==> src/hdl/irn_pkg.sv <==
package irn_pkg;

	// frame store geometry
	localparam int MAX_WIDTH  = 256;
	localparam int MAX_HEIGHT = 256;
	localparam int XW         = $clog2(MAX_WIDTH);
	localparam int YW         = $clog2(MAX_HEIGHT);
	localparam int ADDR_W     = $clog2(MAX_WIDTH * MAX_HEIGHT);

	// payload and register widths
	localparam int PIX_W   = 24;
	localparam int COORD_W = 8;
	localparam int DIM_W   = 9;
	localparam int TRIG_W  = 16;
	localparam int CFG_W   = 16;
	localparam int IDX_W   = 2;

	// datapath widths: centred offset, product, sum, source coordinate
	localparam int DIFF_W = COORD_W + 2;
	localparam int PROD_W = DIFF_W + TRIG_W;
	localparam int SUM_W  = PROD_W + 2;
	localparam int Q_FRAC = 14;
	localparam int SHIFT  = Q_FRAC + 1;
	localparam int SRC_W  = SUM_W - SHIFT;

	// queue between front and back
	localparam int QDEPTH = 4;
	localparam int QPTR_W = $clog2(QDEPTH);
	localparam int QCNT_W = $clog2(QDEPTH + 1);

	// result queue in the back part
	localparam int OUT_DEPTH = 4;
	localparam int OPTR_W    = $clog2(OUT_DEPTH);
	localparam int OCNT_W    = $clog2(OUT_DEPTH + 1);

	// command codes
	localparam logic CMD_WRITE = 1'b0;
	localparam logic CMD_READ  = 1'b1;

	// register indexes
	typedef enum logic [IDX_W-1:0] {
		REG_COS    = 2'd0,
		REG_SIN    = 2'd1,
		REG_WIDTH  = 2'd2,
		REG_HEIGHT = 2'd3
	} reg_idx_t;

	// active configuration, sizes already clamped to the store
	typedef struct packed {
		logic signed [TRIG_W-1:0] cos_v;
		logic signed [TRIG_W-1:0] sin_v;
		logic [DIM_W-1:0]         w;
		logic [DIM_W-1:0]         h;
	} cfg_t;

	// one classified word for the back part
	typedef struct packed {
		logic              is_read;
		logic              in_src;
		logic [ADDR_W-1:0] addr;
		logic [PIX_W-1:0]  pixel;
	} entry_t;

endpackage

==> src/hdl/irn_queue.sv <==
module irn_queue (
	input  logic            clk,
	input  logic            arst_n,
	input  logic            push,
	output logic            full,
	input  irn_pkg::entry_t wdata,
	input  logic            pop,
	output logic            empty,
	output irn_pkg::entry_t rdata
);

	irn_pkg::entry_t               slot_q [irn_pkg::QDEPTH];
	logic [irn_pkg::QPTR_W-1:0]    wptr_q;
	logic [irn_pkg::QPTR_W-1:0]    rptr_q;
	logic [irn_pkg::QCNT_W-1:0]    cnt_q;
	logic                          do_push;
	logic                          do_pop;

	assign full    = (cnt_q == irn_pkg::QCNT_W'(irn_pkg::QDEPTH));
	assign empty   = (cnt_q == '0);
	assign do_push = push && !full;
	assign do_pop  = pop && !empty;
	assign rdata   = slot_q[rptr_q];

	// track pointers and fill level
	always_ff @(posedge clk or negedge arst_n) begin
		if (!arst_n) begin
			wptr_q <= '0;
			rptr_q <= '0;
			cnt_q  <= '0;
		end else begin
			if (do_push)
				wptr_q <= wptr_q + 1'b1;
			if (do_pop)
				rptr_q <= rptr_q + 1'b1;
			if (do_push && !do_pop)
				cnt_q <= cnt_q + 1'b1;
			else if (do_pop && !do_push)
				cnt_q <= cnt_q - 1'b1;
		end
	end

	// store words
	always_ff @(posedge clk) begin
		if (do_push)
			slot_q[wptr_q] <= wdata;
	end

endmodule

==> config.mk <==
export PLATFORM = sky130hd
export DESIGN_NAME = irn_queue
export DESIGN_NICKNAME = d
export VERILOG_FILES = /design/src/hdl/irn_pkg.sv /design/src/hdl/irn_queue.sv
export SDC_FILE = /design/constraint.sdc
export NUM_CORES = 1
export LEC_CHECK = 0
export BUFFER_PORTS_ARGS = -buffer_cell sky130_fd_sc_hd__buf_2
export CAP_MARGIN = 20
export CELL_PAD_IN_SITES_DETAIL_PLACEMENT = 1
export CELL_PAD_IN_SITES_GLOBAL_PLACEMENT = 1
export CORE_ASPECT_RATIO = 1.1
export CORE_MARGIN = 5
export CORE_UTILIZATION = 25
export CTS_BUF_LIST = sky130_fd_sc_hd__clkbuf_2
export CTS_CLUSTER_DIAMETER = 80
export DETAILED_ROUTE_END_ITERATION = 10
export PLACE_DENSITY = 0.44
export REMOVE_ABC_BUFFERS = 1
export SETUP_SLACK_MARGIN = 0.2
export SYNTH_ARGS = -nofsm -noshare
export SYNTH_HDL_FRONTEND = slang
export SYNTH_SLANG_ARGS = --single-unit
==> constraint.sdc <==
create_clock -name clk -period 4.33 [get_ports clk]
set_clock_uncertainty 0.2 [all_clocks]
set_input_delay 0.433 -clock clk [delete_from_list [all_inputs] [get_ports clk]]
set_output_delay 0.433 -clock clk [all_outputs]
set_load 0.02 [all_outputs]
==> summary.md <==
| Metric | Value |
|---|---|
| Status | `complete, no violations` |
| Type of the tightest min-delay check | `primary input to register` |
| Final Wtd Congestion | `0.6729` |
| Grt ovf | `0` |
| End point of the critical path | `rdata[23]` |
| Die height | `179.7 um` |
| Total wire length | `~14000 um` |
| Synth warn | `0` |
| Synth top area share | `0.7705` |
| Top-count cell post-synth | `edfxtp_1` |
| Nets@finish | `~460` |
| Area after DPL | `roughly 7400 um2` |
| Starting density of the core | `0.2519` |
| CTS Buf Count | `17` |
| Initial antenna violation count | `2` |
| Sequential share of the synthesized area | `0.7972` |
| DR iter-0 viols | `127` |
| DP HPWL | `around 8500 um` |
| Reg area | `between 5000 and 6000 um2` |
| Clock Latency Late Sink | `approximately 700 ps` |
| Clk sink count | `between 150 and 200` |
| Worst reg2reg path endpoint | `slot_q[0][0]` |
| Min Tclk post-route | `3304 ps` |
| Number of synthesized flops with an enable pin | `approximately 170` |
| Crit path arrival time | `between 2000 and 3000 ps` |
| Power Density | `about 620 nW/um2` |
| Row count | `between 60 and 70` |
| P&R area growth vs syn | `23.07%` |
| RSZ-0062 raised after global routing | `no` |
| Port bufs | `between 80 and 90` |
| Setup_tns | `0 ps` |
| #FFs+latches synth | `175` |
| Via count | `just over 3k` |
| Die span in x | `about 160 um` |
| Maximum clock frequency | `approximately 0.30 GHz` |
| Gr usage total | `0.09449` |
| Clk root buf | `clkbuf_2` |
| Synth cell count leaders | `edfxtp_1, mux4_2, dfrtp_1, buf_2, ha_1` |
| Largest net degree at the start of global routing | `45` |
| Count of final max-slew check failures | `0` |
| Cell variety after synth | `21` |
| Top cells by area, synth | `edfxtp_1, mux4_2, dfrtp_1, mux4_1, buf_12` |
| Worst reg2reg path depth | `4` |
| Hold Path Stages | `2` |
| Worst Setup Start Kind | `register` |
| Worst slew pin tran | `a little over 900 ps` |
| Via/cell ratio | `just under 4` |
| Post-route cell area | `about 8100 um2` |
| Synth Instances | `between 200 and 300` |
| Layout cells sized above 1 | `0.4125` |
| Maximum clock path buffer count | `2` |
| Drt wl/cell | `17.62 um` |
| IO Pins | `90` |
| Area of the multi-input gates | `roughly 1200 um2` |
| Worst vdd ir | `~0.00022 V` |
| CTS tree | `done` |
| Worst rel slew slack | `0.3768` |
| Maxcap violations | `0` |
| Fin crit share | `0.7631` |
| Clock H-tree levels | `4` |
| Dominant synthesized flop cell | `edfxtp_1` |
| Clock slew at reported path FFs | `approximately 270 ps` |
| Fin. Hold Viols | `0` |
| WS Path Type | `register to primary output` |
| DR DRC count | `0` |
| Synth async-reset ratio | `0.04000` |
| Synth area leader | `edfxtp_1` |
| Pleak | `approximately 0.0027 uW` |
| Area of the mapped netlist | `approximately 6500 um2` |
| Setup-failing EPs final | `0` |
| Required time worst endpoint | `roughly 3700 ps` |
| # fillers | `approximately 2.6k` |
| Syn Area/Cell | `roughly 26 um2` |
| Vias in the first global route | `between 3k and 4k` |
| Crit path max fanout | `44` |
| CP endpoint kind | `primary output` |
| DR pass1 iterations | `4` |
| Die area | `29530 um2` |
| Core area | `25990 um2` |
| Global-route wire length before repair | `between 20000 and 25000 um` |
| Reg2reg setup slack | `between 1500 and 2000 ps` |
| Setup crit start | `rptr_q[0]` |
| Worst flop-to-flop path startpoint | `cnt_q[2]` |
| Final ANT Viol Nets | `0` |
## layer usage
layer / up-vias / part of all wire / global-route usage
li1: 1378 / - / -
met1: 1594 / 0.45 / 0.1221
met2: 73 / 0.50 / 0.1532
met3: 18 / 0.041 / 0.02588
met4: 0 / 0.015 / 0.03221
met5: - / 0 / 0
## logic make-up after synthesis
family | synth area share
XOR/XNOR | 0.008026
AND/OR/NAND/NOR | 0.009553
buffers and inverters | 0.02178
multiplexers | 0.1508
flip-flops | 0.7972
adder cells (fa/ha/maj) | 0.01261
## power breakdown
group / internal, uW / leakage, uW / switching (uW)
Combinational: 726 / 0.000982 / 897
Clock: 229 / 0.000140 / 598
Sequential: 2240 / 0.00162 / 285
## area by class of cell
class,count,share of cell area
inverter,4,0.001863
clock inverter,15,0.01910
sequential,175,0.6484
multi-input combinational,66,0.1477
clock buffer,17,0.01056
antenna,2,0.0006211
tap,352,0.05466
timing repair buffer,140,0.1171
## placed cells by master, fill, tap and decap left out, drive strengths merged
cell type	instances
ha	5
nor2b	1
bufinv	1
nand2	1
buf	94
or3	1
xor2	2
dfrtp	7
inv	11
mux4	42
and2	4
diode	2
nor3b	1
nand3	1
edfxtp	168
mux2	2
dlygate4sd3	46
fa	1
clkbuf	17
clkinvlp	2
nor2	1
clkinv	5
xnor2	4
## critical path, cell delays in order, from the launching register on
cell and delay (ps):
dfrtp_4 1090, mux4_2 650, buf_2 190
## registers in the layout (all words and copies together), names as in the netlist
register,flops
cnt_q,3
wptr_q,2
slot_q,168
rptr_q,2
## stage by stage
stage / hold WS, ps / setup WS, ps / cells / power [uW] / utilization
CTS: 145.9 / 821.5 / 769 / 5116 / 0.3099
floorplan: -62.59 / 1137 / 245 / 3570 / -
global placement: 79.88 / 1622 / 691 / 4226 / 0.2830
detailed placement: 86.32 / 1540 / 691 / 4240 / 0.2830
global route: 128.7 / 714.5 / 770 / 5289 / 0.3100
finish: 246.2 / 1026 / 771 / 4973 / 0.3101
## worst min-delay path by stage
stage               endpoint  startpoint
6_report       slot_q[0][30]   wdata[30]
5_1_grt        slot_q[2][16]   wdata[16]
4_1_cts        slot_q[2][16]   wdata[16]
3_5_place_dp        cnt_q[2]      arst_n
3_3_place_gp        cnt_q[2]      arst_n
2_1_floorplan       cnt_q[0]      arst_n
## what timing repair did
action / 4_1_cts / 5_1_grt
setup endpoints to repair: 0 / 0
resized for setup: 0 / 0
hold endpoints to repair: 180 / 0
setup buffers: 0 / 0
hold buffers: 46 / 0
Note: power is estimated with default switching activity, not from simulation.
