--- config.mk ---
export PLATFORM = sky130hd
export DESIGN_NAME = irn_front
export DESIGN_NICKNAME = d
export VERILOG_FILES = /design/src/hdl/irn_pkg.sv /design/src/hdl/irn_front.sv
export SDC_FILE = /design/constraint.sdc
export NUM_CORES = 2
export LEC_CHECK = 0
export BUFFER_PORTS_ARGS = -buffer_cell sky130_fd_sc_hd__buf_2
export CELL_PAD_IN_SITES_DETAIL_PLACEMENT = 1
export CELL_PAD_IN_SITES_GLOBAL_PLACEMENT = 1
export CORE_UTILIZATION = 40
export DETAILED_ROUTE_END_ITERATION = 10
export PLACE_DENSITY = 0.8
export SYNTH_ARGS = -nofsm -noshare
export SYNTH_HDL_FRONTEND = slang
export SYNTH_SLANG_ARGS = --single-unit
--- constraint.sdc ---
create_clock -name clk -period 6.9 [get_ports clk]
set_input_delay 0.69 -clock clk [delete_from_list [all_inputs] [get_ports clk]]
set_output_delay 0.69 -clock clk [all_outputs]
set_load 0.01 [all_outputs]
--- src/hdl/irn_pkg.sv ---
package irn_pkg;

	// frame store geometry
	localparam int MAX_WIDTH  = 256;
	localparam int MAX_HEIGHT = 256;
	localparam int XW         = $clog2(MAX_WIDTH);
	localparam int YW         = $clog2(MAX_HEIGHT);
	localparam int ADDR_W     = $clog2(MAX_WIDTH * MAX_HEIGHT);

	// payload and register widths
	localparam int PIX_W   = 24;
	localparam int COORD_W = 8;
	localparam int DIM_W   = 9;
	localparam int TRIG_W  = 16;
	localparam int CFG_W   = 16;
	localparam int IDX_W   = 2;

	// datapath widths: centred offset, product, sum, source coordinate
	localparam int DIFF_W = COORD_W + 2;
	localparam int PROD_W = DIFF_W + TRIG_W;
	localparam int SUM_W  = PROD_W + 2;
	localparam int Q_FRAC = 14;
	localparam int SHIFT  = Q_FRAC + 1;
	localparam int SRC_W  = SUM_W - SHIFT;

	// queue between front and back
	localparam int QDEPTH = 4;
	localparam int QPTR_W = $clog2(QDEPTH);
	localparam int QCNT_W = $clog2(QDEPTH + 1);

	// result queue in the back part
	localparam int OUT_DEPTH = 4;
	localparam int OPTR_W    = $clog2(OUT_DEPTH);
	localparam int OCNT_W    = $clog2(OUT_DEPTH + 1);

	// command codes
	localparam logic CMD_WRITE = 1'b0;
	localparam logic CMD_READ  = 1'b1;

	// register indexes
	typedef enum logic [IDX_W-1:0] {
		REG_COS    = 2'd0,
		REG_SIN    = 2'd1,
		REG_WIDTH  = 2'd2,
		REG_HEIGHT = 2'd3
	} reg_idx_t;

	// active configuration, sizes already clamped to the store
	typedef struct packed {
		logic signed [TRIG_W-1:0] cos_v;
		logic signed [TRIG_W-1:0] sin_v;
		logic [DIM_W-1:0]         w;
		logic [DIM_W-1:0]         h;
	} cfg_t;

	// one classified word for the back part
	typedef struct packed {
		logic              is_read;
		logic              in_src;
		logic [ADDR_W-1:0] addr;
		logic [PIX_W-1:0]  pixel;
	} entry_t;

endpackage

--- src/hdl/irn_front.sv ---
module irn_front (
	input  logic                           clk,
	input  logic                           arst_n,
	input  irn_pkg::cfg_t                  cfg,
	input  logic                           push,
	output logic                           full,
	input  logic                           command,
	input  logic [irn_pkg::COORD_W-1:0]    col,
	input  logic [irn_pkg::COORD_W-1:0]    row,
	input  logic [irn_pkg::PIX_W-1:0]      pixel_in,
	output logic                           q_push,
	input  logic                           q_full,
	output irn_pkg::entry_t                q_data
);

	logic adv;
	logic take;

	// stage 1: centred offsets
	logic                                v_s1;
	logic                                cmd_s1;
	logic                                wr_ok_s1;
	logic [irn_pkg::COORD_W-1:0]         col_s1;
	logic [irn_pkg::COORD_W-1:0]         row_s1;
	logic [irn_pkg::PIX_W-1:0]           pix_s1;
	logic signed [irn_pkg::DIFF_W-1:0]   dx_s1;
	logic signed [irn_pkg::DIFF_W-1:0]   dy_s1;

	// stage 2: products
	logic                                v_s2;
	logic                                cmd_s2;
	logic                                wr_ok_s2;
	logic [irn_pkg::COORD_W-1:0]         col_s2;
	logic [irn_pkg::COORD_W-1:0]         row_s2;
	logic [irn_pkg::PIX_W-1:0]           pix_s2;
	logic signed [irn_pkg::PROD_W-1:0]   pxc_s2;
	logic signed [irn_pkg::PROD_W-1:0]   pys_s2;
	logic signed [irn_pkg::PROD_W-1:0]   pyc_s2;
	logic signed [irn_pkg::PROD_W-1:0]   pxs_s2;

	// stage 3: source coordinate and class
	logic                                v_s3;
	logic                                keep_s3;
	logic                                cmd_s3;
	logic                                inside_s3;
	logic [irn_pkg::XW-1:0]              x_s3;
	logic [irn_pkg::YW-1:0]              y_s3;
	logic [irn_pkg::PIX_W-1:0]           pix_s3;

	// stage 4: store address
	logic                                v_s4;
	irn_pkg::entry_t                     ent_s4;

	logic signed [irn_pkg::SUM_W-1:0]    nx;
	logic signed [irn_pkg::SUM_W-1:0]    ny;
	logic [irn_pkg::SRC_W-1:0]           xs;
	logic [irn_pkg::SRC_W-1:0]           ys;
	logic                                in_img;
	logic                                wr_ok;

	// stall the whole pipe only when a finished word cannot enter the queue
	assign adv    = !(v_s4 && q_full);
	assign full   = !adv;
	assign take   = push && adv;
	assign q_push = v_s4 && !q_full;
	assign q_data = ent_s4;

	// drop writes that fall beyond the store
	assign wr_ok = (32'(col) < irn_pkg::MAX_WIDTH) && (32'(row) < irn_pkg::MAX_HEIGHT);

	// rotate back to the source: exact sums, floor by shift
	assign nx = irn_pkg::SUM_W'(pxc_s2) + irn_pkg::SUM_W'(pys_s2)
		+ irn_pkg::SUM_W'({cfg.w, irn_pkg::Q_FRAC'(0)});
	assign ny = irn_pkg::SUM_W'(pyc_s2) - irn_pkg::SUM_W'(pxs_s2)
		+ irn_pkg::SUM_W'({cfg.h, irn_pkg::Q_FRAC'(0)});
	assign xs = nx[irn_pkg::SUM_W-1:irn_pkg::SHIFT];
	assign ys = ny[irn_pkg::SUM_W-1:irn_pkg::SHIFT];
	assign in_img = !nx[irn_pkg::SUM_W-1] && !ny[irn_pkg::SUM_W-1]
		&& (xs < irn_pkg::SRC_W'(cfg.w)) && (ys < irn_pkg::SRC_W'(cfg.h));

	// advance valid bits
	always_ff @(posedge clk or negedge arst_n) begin
		if (!arst_n) begin
			v_s1 <= 1'b0;
			v_s2 <= 1'b0;
			v_s3 <= 1'b0;
			v_s4 <= 1'b0;
		end else if (adv) begin
			v_s1 <= take;
			v_s2 <= v_s1;
			v_s3 <= v_s2;
			v_s4 <= v_s3 && keep_s3;
		end
	end

	// advance payload
	always_ff @(posedge clk) begin
		if (adv) begin
			cmd_s1   <= command;
			wr_ok_s1 <= wr_ok;
			col_s1   <= col;
			row_s1   <= row;
			pix_s1   <= pixel_in;
			dx_s1    <= $signed({1'b0, col, 1'b0}) - $signed({1'b0, cfg.w});
			dy_s1    <= $signed({1'b0, row, 1'b0}) - $signed({1'b0, cfg.h});

			cmd_s2   <= cmd_s1;
			wr_ok_s2 <= wr_ok_s1;
			col_s2   <= col_s1;
			row_s2   <= row_s1;
			pix_s2   <= pix_s1;
			pxc_s2   <= dx_s1 * cfg.cos_v;
			pys_s2   <= dy_s1 * cfg.sin_v;
			pyc_s2   <= dy_s1 * cfg.cos_v;
			pxs_s2   <= dx_s1 * cfg.sin_v;

			cmd_s3   <= cmd_s2;
			pix_s3   <= pix_s2;
			if (cmd_s2 == irn_pkg::CMD_READ) begin
				keep_s3   <= 1'b1;
				inside_s3 <= in_img;
				x_s3      <= nx[irn_pkg::SHIFT +: irn_pkg::XW];
				y_s3      <= ny[irn_pkg::SHIFT +: irn_pkg::YW];
			end else begin
				keep_s3   <= wr_ok_s2;
				inside_s3 <= 1'b0;
				x_s3      <= irn_pkg::XW'(col_s2);
				y_s3      <= irn_pkg::YW'(row_s2);
			end

			ent_s4.is_read <= (cmd_s3 == irn_pkg::CMD_READ);
			ent_s4.in_src  <= inside_s3;
			ent_s4.addr    <= irn_pkg::ADDR_W'(y_s3) * irn_pkg::ADDR_W'(irn_pkg::MAX_WIDTH)
				+ irn_pkg::ADDR_W'(x_s3);
			ent_s4.pixel   <= pix_s3;
		end
	end

endmodule

==> impl_metrics.toml <==
[placement]
hpwl_mm = 77.2
gp_congestion = 0.845
port_buffers = 138

[setup_path]
slowest_stage = "edfxtp_1"
crit_required_ns = 7.19
critPathKind = "reg -> reg"
cp_num_buf_inv = 5
cp_max_fo = 11
cp-start-kind = "flop"
critPathTopFamily = "adder cells"
critPathArrivalTime_ns = 6.94
path_common_cell = "fa_1"
endpoint_kind = "flop"
worstPathCellList = "buf_4, and2_1, fa_1, inv_1, fa_1, inv_1, fa_1, fa_1, inv_1, fa_1, inv_1, ha_1, or3_1, o21bai_1, a311oi_1, o21bai_1, a31oi_1, a21oi_1, a21oi_1, o21ai_1, xnor2_1"
max_stage_delay_ns = 0.69

[cells_and_area]
multi_input_area_um2 = 23700
fillers = 9931
syn_to_final_growth_pct = 9.28
finalNetCount = 4686
num_antenna_cells = 0
regArea_um2 = 8810
final_layout_size_suffix_gt1_share_pct = 8.13

[sta]
fin_skew_ns = 0.0313
timing.final.max_slew_violations = 0
post-route-period-util_pct = 96.4
rsz0062_at_grt = "no"
max_slew_margin_pct = 30.4
tightest_slew_ns = 1.04
finalSetupTns_ns = 0
finalCriticalPeriod_ns = 6.65
finalHoldViolations = 0
fmax_mhz = 150
setup_viol = 0

[floorplanning]
dieHeight_um = 302
num_rows = 109
core_um2 = 88900
die_area_um2 = 91400
start_util_pct = 40.6
ios = 139
die_x_um = 302

[global_route]
antenna_found_initial = 1
grt_overflow = 0
track_usage_pct = 22.2
grt_pass1_wl_mm = 157
grt_max_degree = 129
grt_pass1_vias = 28600

[detailed_routing]
post-route-drc-count = 0
wl_mm = 97.2
drt_iter0_markers = 1231
viasPerCell = 5.11
vias = 24800
dr.pass1.iters = 5
ant_nets = 0
wl_per_cell_um = 20.1

[cts]
cts_setup_buffers = 0
cts_tree = "yes"
clock_latency_ns = 0.57
cts_resized = 0
cts_buffer_depth = 3
cts_buffers = 35
root_buffer = "clkbuf_16"
cts_sinks = 294
cts.reportedPaths.clkPinSlew_ns = 0.06
cts_max_level = 2

[logic_synthesis]
synth_edf_count = 290
synth_flop_cell = "edfxtp_1"
synth-async-reset-ratio_pct = 1.36
synth.distinct_cells = 73
syn_nets = 4563
synth_warnings = 0
syn_area_um2 = 36100
ys_seq_elements = 294
synthCells = 3534
avgSynthCellArea_um2 = 10.2
synth-seq-area-share_pct = 24.4

[run_status]
status = "finished clean"

[run]
drv_cap = 0

[hold_path]
hold_class = "in -> reg"
-- worst register-to-register path, cell delays in order (launching register included) --
cell and delay [ns]:
edfxtp_1 0.69, buf_4 0.30, and2_1 0.15, fa_1 0.48, inv_1 0.06, fa_1 0.53
inv_1 0.06, fa_1 0.45, fa_1 0.49, inv_1 0.05, fa_1 0.47, inv_1 0.04
ha_1 0.18, or3_1 0.35, o21bai_1 0.21, a311oi_1 0.57, o21bai_1 0.24, a31oi_1 0.41
a21oi_1 0.15, a21oi_1 0.24, o21ai_1 0.11, xnor2_1 0.13
-- routing by layer --
layer	wire length, um	track usage (%)	up-vias
li1	-	-	11200
met1	37500	26.0	12900
met2	50100	40.3	547
met3	3440	1.85	194
met4	6140	11.8	0
met5	0	0	-
-- cells in the final DEF, fill, tap and decap left out, types with 5 or more instances in the layout --
cell / count
a211o_1: 7
a211oi_1: 18
a21boi_0: 9
a21o_1: 32
a21oi_1: 74
a22oi_1: 5
a31oi_1: 12
and2_1: 233
and3_1: 19
buf_2: 138
buf_4: 69
clkbuf_16: 35
clkinv_1: 6
clkinv_2: 10
edfxtp_1: 290
fa_1: 576
ha_1: 358
inv_1: 836
mux2_2: 18
mux2i_1: 5
nand2_1: 396
nand2b_1: 32
nand3_1: 23
nand4_1: 6
nor2_1: 121
nor2b_1: 19
nor3_1: 23
o211ai_1: 8
o21a_1: 11
o21ai_0: 54
o21ai_1: 8
o21bai_1: 7
or3_1: 10
xnor2_1: 92
xor2_1: 34
-- registers in the layout, summed over array words and instances, names as in the netlist, 8 cells and up --
signal	count
pys_s2	26
row_s1	8
col_s1	8
dx_s1	10
y_s3	8
pxs_s2	26
pix_s3	24
pix_s1	24
col_s2	8
pyc_s2	26
pix_s2	24
dy_s1	10
x_s3	8
row_s2	8
pxc_s2	26
q_data	42
-- Yosys cell counts, types with 9 or more instances --
cell	number	share of area, %
nor3_1	23	0.32
and3_1	19	0.33
nand2_1	397	4.1
nand3_1	23	0.32
ha_1	358	12
edfxtp_1	290	24
and2_1	233	4.0
o21ai_0	54	0.75
or3_1	10	0.17
nor2b_1	19	0.33
xnor2_1	92	2.2
fa_1	576	32
a211oi_1	18	0.37
o21a_1	11	0.23
nand2b_1	32	0.55
xor2_1	34	0.83
nor2_1	121	1.3
a21oi_1	74	1.0
mux2_2	18	0.56
a21boi_0	9	0.19
inv_1	836	8.7
a31oi_1	12	0.21
a21o_1	32	0.67
clkbuf_1	124	1.3
-- layout make-up --
cell class | instances | area share, %
Inverter | 837 | 7.97
Tap cell | 1165 | 3.70
Clock buffer | 39 | 2.26
Clock inverter | 21 | 0.422
Timing Repair Buffer | 212 | 3.29
Multi-Input combinational cell | 2277 | 60.0
Sequential cell | 294 | 22.3
-- per-stage QoR --
stage / cell area, um^2 / instances / worst slack, ns / hold slack [ns] / util (%)
after floorplan: 36100 / 3534 / 0.960 / 0.394 / -
after global placement: 38400 / 4784 / 0.427 / 0.401 / 43.2
after detailed placement: 38400 / 4784 / 0.242 / 0.406 / 43.2
after CTS: 39400 / 4845 / 0.307 / 0.282 / 44.4
after global routing: 39400 / 4845 / 0.0269 / 0.300 / 44.4
final: 39400 / 4845 / 0.251 / 0.307 / 44.4
-- kinds of logic (layout without fill, tap and decap cells) --
| logic type | after synthesis | count (layout) | share of synthesized area [%] |
|---|---|---|---|
| xor+xnor | 126 | 126 | 3.06 |
| flops | 294 | 294 | 24.4 |
| fa+ha+maj | 934 | 934 | 44.4 |
| buf+inv | 963 | 1109 | 10.0 |
| compound gates | 287 | 287 | 5.36 |
| mux | 23 | 23 | 0.700 |
| simple gates | 907 | 907 | 12.1 |
-- worst paths after layout --
kind | from | end | slack [ns] | depth (start not counted)
worst max register to register | dy_s1[6] | pys_s2[25] | 0.25 | 21
worst min register to register | pix_s3[7] | q_data[7] | 0.41 | 0
worst min-delay path | pixel_in[12] | pix_s1[12] | 0.31 | 1
worst max-delay path | dy_s1[6] | pys_s2[25] | 0.25 | 21
min in group asynchronous | arst_n | v_s4 | 0.47 | 2
max in group asynchronous | arst_n | v_s1 | 6.31 | 2
-- repair_timing --
action	in CTS	in global routing
hold endpoints to repair	4	0
hold buffers	1	0
setup endpoints to repair	0	0
Power is left out: the tool's default activity adds up to more than one toggle a clock period on the data nets, which glitch-free logic cannot reach.
